## config.mk

```make
export PLATFORM = sky130hd
export DESIGN_NAME = pli_front_flat
export DESIGN_NICKNAME = d
export VERILOG_FILES = /design/src/rtl/pli_pkg.sv /design/src/rtl/pli_if.sv /design/src/rtl/pli_front.sv /design/src/flat_wrapper.sv
export SDC_FILE = /design/constraint.sdc
export NUM_CORES = 1
export LEC_CHECK = 0
export BUFFER_PORTS_ARGS = -buffer_cell sky130_fd_sc_hd__clkbuf_2
export CAP_MARGIN = 30
export CORE_UTILIZATION = 45
export CTS_BUF_LIST = sky130_fd_sc_hd__clkbuf_4 sky130_fd_sc_hd__clkbuf_8
export DETAILED_ROUTE_END_ITERATION = 10
export GPL_TIMING_DRIVEN = 0
export PLACE_DENSITY = 0.67
export SLEW_MARGIN = 30
export SYNTH_ARGS = -nofsm -noshare
export SYNTH_HDL_FRONTEND = slang
export SYNTH_SLANG_ARGS = --single-unit
```

## constraint.sdc

```tcl
create_clock -name clk -period 13.88 [get_ports clk]
set_input_delay 2.776 -clock clk [delete_from_list [all_inputs] [get_ports clk]]
set_output_delay 2.776 -clock clk [all_outputs]
set_load 0.01 [all_outputs]
```

## src/rtl/pli_pkg.sv

```systemverilog
// ----------------------------------------------------------------------------
// pli_pkg
// Shared types and constants of the profile linear interpolator.
// ----------------------------------------------------------------------------
package pli_pkg;

	localparam int TABLE_DEPTH_DEF = 64;
	localparam int FRAC_BITS_DEF   = 16;
	localparam int DATA_W          = 32;
	localparam int SCALE_FRAC      = 24;
	localparam int MUL_W           = 34;
	localparam int PROD_W          = 2 * MUL_W;
	localparam int RAD_W           = 2 * DATA_W;
	localparam int ROOT_W          = DATA_W;
	localparam int DIV_W           = DATA_W + 1;

	localparam logic signed [DATA_W-1:0] SCALE_ONE = 32'sd16777216;

	typedef enum logic [1:0] {
		REQ_CLEAR = 2'd0,
		REQ_LOAD  = 2'd1,
		REQ_EVAL  = 2'd2,
		REQ_NONE  = 2'd3
	} req_t;

	typedef enum logic [1:0] {
		ST_OK    = 2'd0,
		ST_RANGE = 2'd1,
		ST_FEW   = 2'd2,
		ST_FULL  = 2'd3
	} status_t;

	localparam logic [2:0] FM_VEC    = 3'd0;
	localparam logic [2:0] FM_VX     = 3'd1;
	localparam logic [2:0] FM_VY     = 3'd2;
	localparam logic [2:0] FM_VZ     = 3'd3;
	localparam logic [2:0] FM_SCALAR = 3'd4;
	localparam logic [2:0] FM_MAX    = 3'd7;

	localparam logic [1:0] CFG_FIELD_MODE = 2'd0;
	localparam logic [1:0] CFG_COORD_MODE = 2'd1;
	localparam logic [1:0] CFG_SCALE      = 2'd2;

	typedef struct packed {
		req_t                     req;
		logic signed [DATA_W-1:0] x;
		logic signed [DATA_W-1:0] y;
		logic signed [DATA_W-1:0] z;
		logic signed [DATA_W-1:0] key;
		logic signed [DATA_W-1:0] va;
		logic signed [DATA_W-1:0] vr;
		logic signed [DATA_W-1:0] vc;
	} item_t;

	typedef struct packed {
		logic signed [DATA_W-1:0] key;
		logic signed [DATA_W-1:0] va;
		logic signed [DATA_W-1:0] vr;
		logic signed [DATA_W-1:0] vc;
	} row_t;

	typedef struct packed {
		logic signed [DATA_W-1:0] ox;
		logic signed [DATA_W-1:0] oy;
		logic signed [DATA_W-1:0] oz;
		status_t                  status;
	} result_t;

	typedef struct packed {
		logic [2:0]               field_mode;
		logic                     coord_mode;
		logic signed [DATA_W-1:0] scale;
	} cfg_t;

endpackage

```

## src/rtl/pli_if.sv

```systemverilog
// ----------------------------------------------------------------------------
// pli_in_if / pli_out_if
// Valid/ready channels for request items and result items.
// ----------------------------------------------------------------------------
interface pli_in_if;
	logic               valid;
	logic               ready;
	logic [1:0]         req_type;
	logic signed [31:0] coord_x;
	logic signed [31:0] coord_y;
	logic signed [31:0] coord_z;
	logic signed [31:0] entry_key;
	logic signed [31:0] value_axial;
	logic signed [31:0] value_radial;
	logic signed [31:0] value_circum;

	modport source(output valid, req_type, coord_x, coord_y, coord_z, entry_key,
		value_axial, value_radial, value_circum, input ready);
	modport sink(input valid, req_type, coord_x, coord_y, coord_z, entry_key,
		value_axial, value_radial, value_circum, output ready);
endinterface


```

## src/rtl/pli_front.sv

```systemverilog
// ----------------------------------------------------------------------------
// pli_front
// Accepts request items, tags their kind and holds them in a two-entry queue
// ahead of the execution engine.
// ----------------------------------------------------------------------------
module pli_front import pli_pkg::*; (
	input  logic  clk,
	input  logic  arst_n,
	pli_in_if.sink in_item,
	output logic  q_valid,
	output item_t q_item,
	input  logic  q_pop
);
	localparam int QD = 2;

	item_t      buf_q [QD];
	item_t      in_c;
	logic       wr_ptr_q;
	logic       rd_ptr_q;
	logic [1:0] fill_q;
	logic       push;

	assign in_item.ready = fill_q != 2'(QD);
	assign push          = in_item.valid && in_item.ready;

	// payload fields that the request kind ignores are dropped here
	always_comb begin
		in_c     = '{req: req_t'(in_item.req_type), default: '0};
		case (req_t'(in_item.req_type))
			REQ_LOAD: begin
				in_c.key = in_item.entry_key;
				in_c.va  = in_item.value_axial;
				in_c.vr  = in_item.value_radial;
				in_c.vc  = in_item.value_circum;
			end
			REQ_EVAL: begin
				in_c.x = in_item.coord_x;
				in_c.y = in_item.coord_y;
				in_c.z = in_item.coord_z;
			end
			default: begin
			end
		endcase
	end

	always_ff @(posedge clk) begin
		if (push) begin
			buf_q[wr_ptr_q] <= in_c;
		end
	end

	always_ff @(posedge clk or negedge arst_n) begin
		if (!arst_n) begin
			wr_ptr_q <= 1'b0;
			rd_ptr_q <= 1'b0;
			fill_q   <= '0;
		end else begin
			if (push) begin
				wr_ptr_q <= ~wr_ptr_q;
			end
			if (q_pop) begin
				rd_ptr_q <= ~rd_ptr_q;
			end
			case ({push, q_pop})
				2'b10:   fill_q <= fill_q + 1'b1;
				2'b01:   fill_q <= fill_q - 1'b1;
				default: fill_q <= fill_q;
			endcase
		end
	end

	assign q_valid = fill_q != '0;
	assign q_item  = buf_q[rd_ptr_q];
endmodule

```

## src/flat_wrapper.sv

```systemverilog
// flat-port wrapper written by rule: the top's interface ports become plain ports
module pli_front_flat import pli_pkg::*;
  (clk, arst_n, q_valid, q_item, q_pop, in_item_valid, in_item_req_type, in_item_coord_x, in_item_coord_y, in_item_coord_z, in_item_entry_key, in_item_value_axial, in_item_value_radial, in_item_value_circum, in_item_ready);
  pli_in_if in_item_i ();
  input  logic clk;
  input  logic arst_n;
  output logic q_valid;
  output item_t q_item;
  input  logic q_pop;
  input wire logic [$bits(in_item_i.valid)-1:0] in_item_valid;
  input wire logic [$bits(in_item_i.req_type)-1:0] in_item_req_type;
  input wire logic [$bits(in_item_i.coord_x)-1:0] in_item_coord_x;
  input wire logic [$bits(in_item_i.coord_y)-1:0] in_item_coord_y;
  input wire logic [$bits(in_item_i.coord_z)-1:0] in_item_coord_z;
  input wire logic [$bits(in_item_i.entry_key)-1:0] in_item_entry_key;
  input wire logic [$bits(in_item_i.value_axial)-1:0] in_item_value_axial;
  input wire logic [$bits(in_item_i.value_radial)-1:0] in_item_value_radial;
  input wire logic [$bits(in_item_i.value_circum)-1:0] in_item_value_circum;
  output wire logic [$bits(in_item_i.ready)-1:0] in_item_ready;
  assign in_item_i.valid = in_item_valid;
  assign in_item_i.req_type = in_item_req_type;
  assign in_item_i.coord_x = in_item_coord_x;
  assign in_item_i.coord_y = in_item_coord_y;
  assign in_item_i.coord_z = in_item_coord_z;
  assign in_item_i.entry_key = in_item_entry_key;
  assign in_item_i.value_axial = in_item_value_axial;
  assign in_item_i.value_radial = in_item_value_radial;
  assign in_item_i.value_circum = in_item_value_circum;
  assign in_item_ready = in_item_i.ready;
  pli_front u_core (.clk(clk), .arst_n(arst_n), .in_item(in_item_i), .q_valid(q_valid), .q_item(q_item), .q_pop(q_pop));
endmodule
```

==> Word level (Yosys, flattened, before mapping) <==
Memories as Yosys holds them, arrays and structs flattened.
Index checks and enable logic that the tools add are counted.
{ "word_totals": {"out_inout_bits": 228, "in_bits": 230, "ram_bits": 452, "regBits": 4, "memories": 1, "elab_cells": 21} }
{ "classes": {"n_mux": 5, "add_sub_neg": 2, "bitwise_logic": 2, "eq_ne": 5, "reduce_logical": 3} }
{ "memory_table": {"columns": ["name", "words", "word_bits", "read_ports", "rd_ports_with_merged_regs", "wr", "line", "text"], "rows": [
  ["u_core.buf_q", 2, 226, 1, 0, 1, "pli_front.sv:16", "item_t buf_q [QD];"]
]} }
{ "op_table": {"columns": ["operator", "count"], "rows": [
  ["$mux 128", 1],
  ["$mux 96", 1],
  ["$eq 2x1->1 const B", 2],
  ["$eq 2x2->1 const B", 2],
  ["$pmux 2 s2", 1],
  ["$reduce_bool 2->1", 2],
  ["$add 2x1->2 const B", 1],
  ["$mux 1", 2],
  ["$ne 2x2->1 const B", 1],
  ["$not 1->1", 2],
  ["$sub 2x1->2 const B", 1],
  ["$logic_and 1x1->1", 1]
]} }

==> Longest topological paths before layout <==
{ "logic_depth": {"depth_word": 4, "depth_mapped": 6, "depth_no_buf": 6} }

==> Worst setup path after synthesis <==
Ideal clock, no wire load.
{ "synth_path": {"path_kind": "input-to-reg", "start": "input in_item_valid", "end": "memory u_core.buf_q[0][0] (netlist name), enable pin", "setup_slack_ns": 0.827, "setup_ns": 0.816, "required_ns": 13.064, "arrival_ns": 12.237, "path_buffers": 0, "stages": 2, "path_cell_list": "nand2_1 > nor2_1"} }
{ "synth_between": {"elab_chain_cells": 3} }
{ "synth_lines": {"columns": ["element", "line", "text"], "rows": [
  ["start, declared", "flat_wrapper.sv:10", "input wire logic [$bits(in_item_i.valid)-1:0] in_item_valid;"],
  ["$logic_and 1x1->1", "pli_front.sv:24", "assign push = in_item.valid && in_item.ready;"],
  ["$mux 1", "pli_front.sv:47", "if (push) begin"],
  ["$mux 1 (not written as such)", "pli_front.sv:48", "buf_q[wr_ptr_q] <= in_c;"],
  ["end, declared", "pli_front.sv:16", null]
]} }
No other way between the ends.

==> results.cfg <==
[worst_setup_path]
cp_slowest_cell = mux2_2
crit_chain = buf_2 > buf_4 > mux2_2 > clkbuf_2
r2r_setup_slack_ps = 11710
end_kind = output port
crit_path_start = u_core.rd_ptr_q$_DFFE_PN0P_
crit_path_max_fanout = 10
required_ps = 11100
reg2reg_from = u_core.fill_q[0]$_DFFE_PN0P_
r2r_end = u_core.buf_q[1][170]$_DFFE_PP_
crit_arrival_ps = 2130
cp_slowest_stage_delay_ps = 380
path_class = reg2out
reg2reg_depth = 5
cp-start-kind = register

[cts]
postCtsSetupBuffers = 0
worstSkewPairLatency_ps = 620
cts-resized-gates = 0
root_buffer = clkbuf_8
cts_tree = done
clkTransAtPathRegs_ps = 50
cts_buffers = 78
htree_num_levels = 3
cts_sinks = 456
hold_buffers = 0
clockBufferDepth = 3

[worst_hold_path]
hold_path.class = reg2reg
hp-start = u_core.fill_q[1]$_DFFE_PN0P_
min_to = u_core.fill_q[1]$_DFFE_PN0P_
holdPathStages = 1

[route]
wl_um = 40700
dr.pass1.iters = 4
wl_per_cell_um = 19.3
remaining_drc_errors = 0
drt_iter0_drc = 436
final_antenna_net_count = 0
vias = 10200
viasPerCell = 4.81

[yosys]
ys_types = 20
yosysWarnings = 0
synth.avg_cell_area_um2 = 18.7
yosys-top-cells-area = edfxtp_1 75%, mux2_2 12%, and2_1 7.7%, mux2_4 2.5%, dfrtp_1 0.55%
syn_nets = 1200
yosysSeqAreaShare = 0.754
synth.top_cell.area_share = 0.749
syn_area_mm2 = 0.0181
yosysTopAreaCell = edfxtp_1
syn_inst = 969
synth_seq_cells = 456

[global_routing]
antenna_found_initial = 4
grt_pass1_wl_um = 60500
grt_pass1_vias = 10700
grt_max_degree = 45
grtUsageTotal = 0.197
gr-total-overflow = 0

[sta]
setup_viol = 0
rsz0062_at_grt = false
slew_violations = 0
finClkSkew_ps = 21.0
fmax_ghz = 0.204
worst_pin_slew_ps = 567
slew_headroom = 0.622
holdWs_ps = 514
fin_tns_setup_ps = 0
min_period_ps = 4900
post-route-period-util = 0.353
hold_viol = 0

[die]
ioPinCount = 458
num_rows = 73
start_util = 0.456
die_w_um = 203
core_area_mm2 = 0.0397
die-area_mm2 = 0.0411
chipHeight_um = 203

[placed_design]
gp_congestion = 0.788
io_buffers = 457
place_area_mm2 = 0.0216
place_inst = 1971
hpwlAfterDp_um = 28500

[cells_and_area]
nets = 1757
nFillCells = 3147
final_core_util = 0.583
area_growth_pct = 27.8
fin_area_mm2 = 0.0232
stdcell_count = 2113
multi_input_area_mm2 = 0.00417
seq_area_mm2 = 0.0137
drive_gt1_frac = 0.552

[pwr]
irDropWorstVdd_mv = 0.118
p_leak_nw = 9.22
power.density_mw_per_mm2 = 204

[flow_run]
maxCapViolCount = 0

[outcome]
status = complete, no violations
## cell usage in the layout, fill, tap and decap left out, drive strengths merged
cell      instances
bufinv            2
clkinv           20
dfrtp             4
and2b             1
mux2            226
nor2              2
or2               1
buf              51
inv               1
nand2b            1
and2            224
edfxtp          452
nor2b             1
xnor2             3
diode             2
xor2              2
clkbuf          589
ha                1
and3              1
nand2             1
clkinvlp          3
## kinds of logic (layout without fill, tap and decap cells)
logic type,Yosys count,after routing,synth area share
multiplexers,226,226,0.147
adder cells (fa/ha/maj),1,1,0.000690
flip-flops,456,456,0.754
buffers and inverters,49,666,0.0162
AND/OR/NAND/NOR,232,232,0.0797
XOR/XNOR,5,5,0.00242
other,0,2,0
## metrics by stage
step	total power, W	setup slack [ps]
global route	0.00495	8830
floorplan	0.00297	827
CTS	0.00479	8840
detailed placement	0.00357	9400
finish	0.00472	8980
global placement	0.00361	-5120
## cell usage after synthesis
cell / count
buf_6: 4
and2b_1: 1
and3_1: 1
xnor2_1: 3
nand2b_1: 1
buf_4: 12
nor2_1: 2
mux2_2: 196
nor2b_1: 1
mux2_4: 30
and2_1: 224
or2_2: 1
nand2_1: 1
clkbuf_1: 5
dfrtp_1: 4
xor2_1: 2
edfxtp_1: 452
clkbuf_2: 13
ha_1: 1
buf_2: 15
## report_power, final
group | switching [W] | internal [W]
Combinational | 0.000828 | 0.000724
Sequential | 0.0000688 | 0.00190
Clock | 0.000521 | 0.000683
Total | 0.00142 | 0.00330
## flip-flops by register name, summed over array words and instances (netlist names)
| signal | count |
|---|---|
| u_core.rd_ptr_q | 1 |
| u_core.wr_ptr_q | 1 |
| u_core.fill_q | 2 |
| u_core.buf_q | 452 |
## layout make-up
type,instances,area share
antenna,2,0.000216
buffer,49,0.0127
clock buffer,114,0.0604
clock inverter,26,0.00745
multi-input combinational,464,0.180
sequential,456,0.590
tap,525,0.0284
timing repair buffer,477,0.121
## metal layers
| metal | vias up | GRT usage | share of wire |
|---|---|---|---|
| li1 | 4765 | - | - |
| met1 | 4942 | 0.224 | 0.38 |
| met2 | 375 | 0.335 | 0.51 |
| met3 | 74 | 0.0693 | 0.082 |
| met4 | 4 | 0.0846 | 0.028 |
| met5 | - | 0 | 0.00076 |
## worst max-delay path: cells and delay by family, from the launching register on
kind / cells / cell delay, ps
buffers and inverters: 3 / 780
flip-flops: 1 / 340
multiplexers: 1 / 380
## worst max path at each step
stage	endpoint	slack (ps)	cells past startpoint
2_1_floorplan	u_core.buf_q[0][0]$_DFFE_PP_	830	2
3_3_place_gp	u_core.buf_q[0][154]$_DFFE_PP_	-5120	3
3_5_place_dp	u_core.buf_q[1][154]$_DFFE_PP_	9400	5
4_1_cts	q_item[120]	8840	4
5_1_grt	q_item[120]	8830	4
6_report	q_item[120]	8980	4
Note: power is estimated with default switching activity, not from simulation.
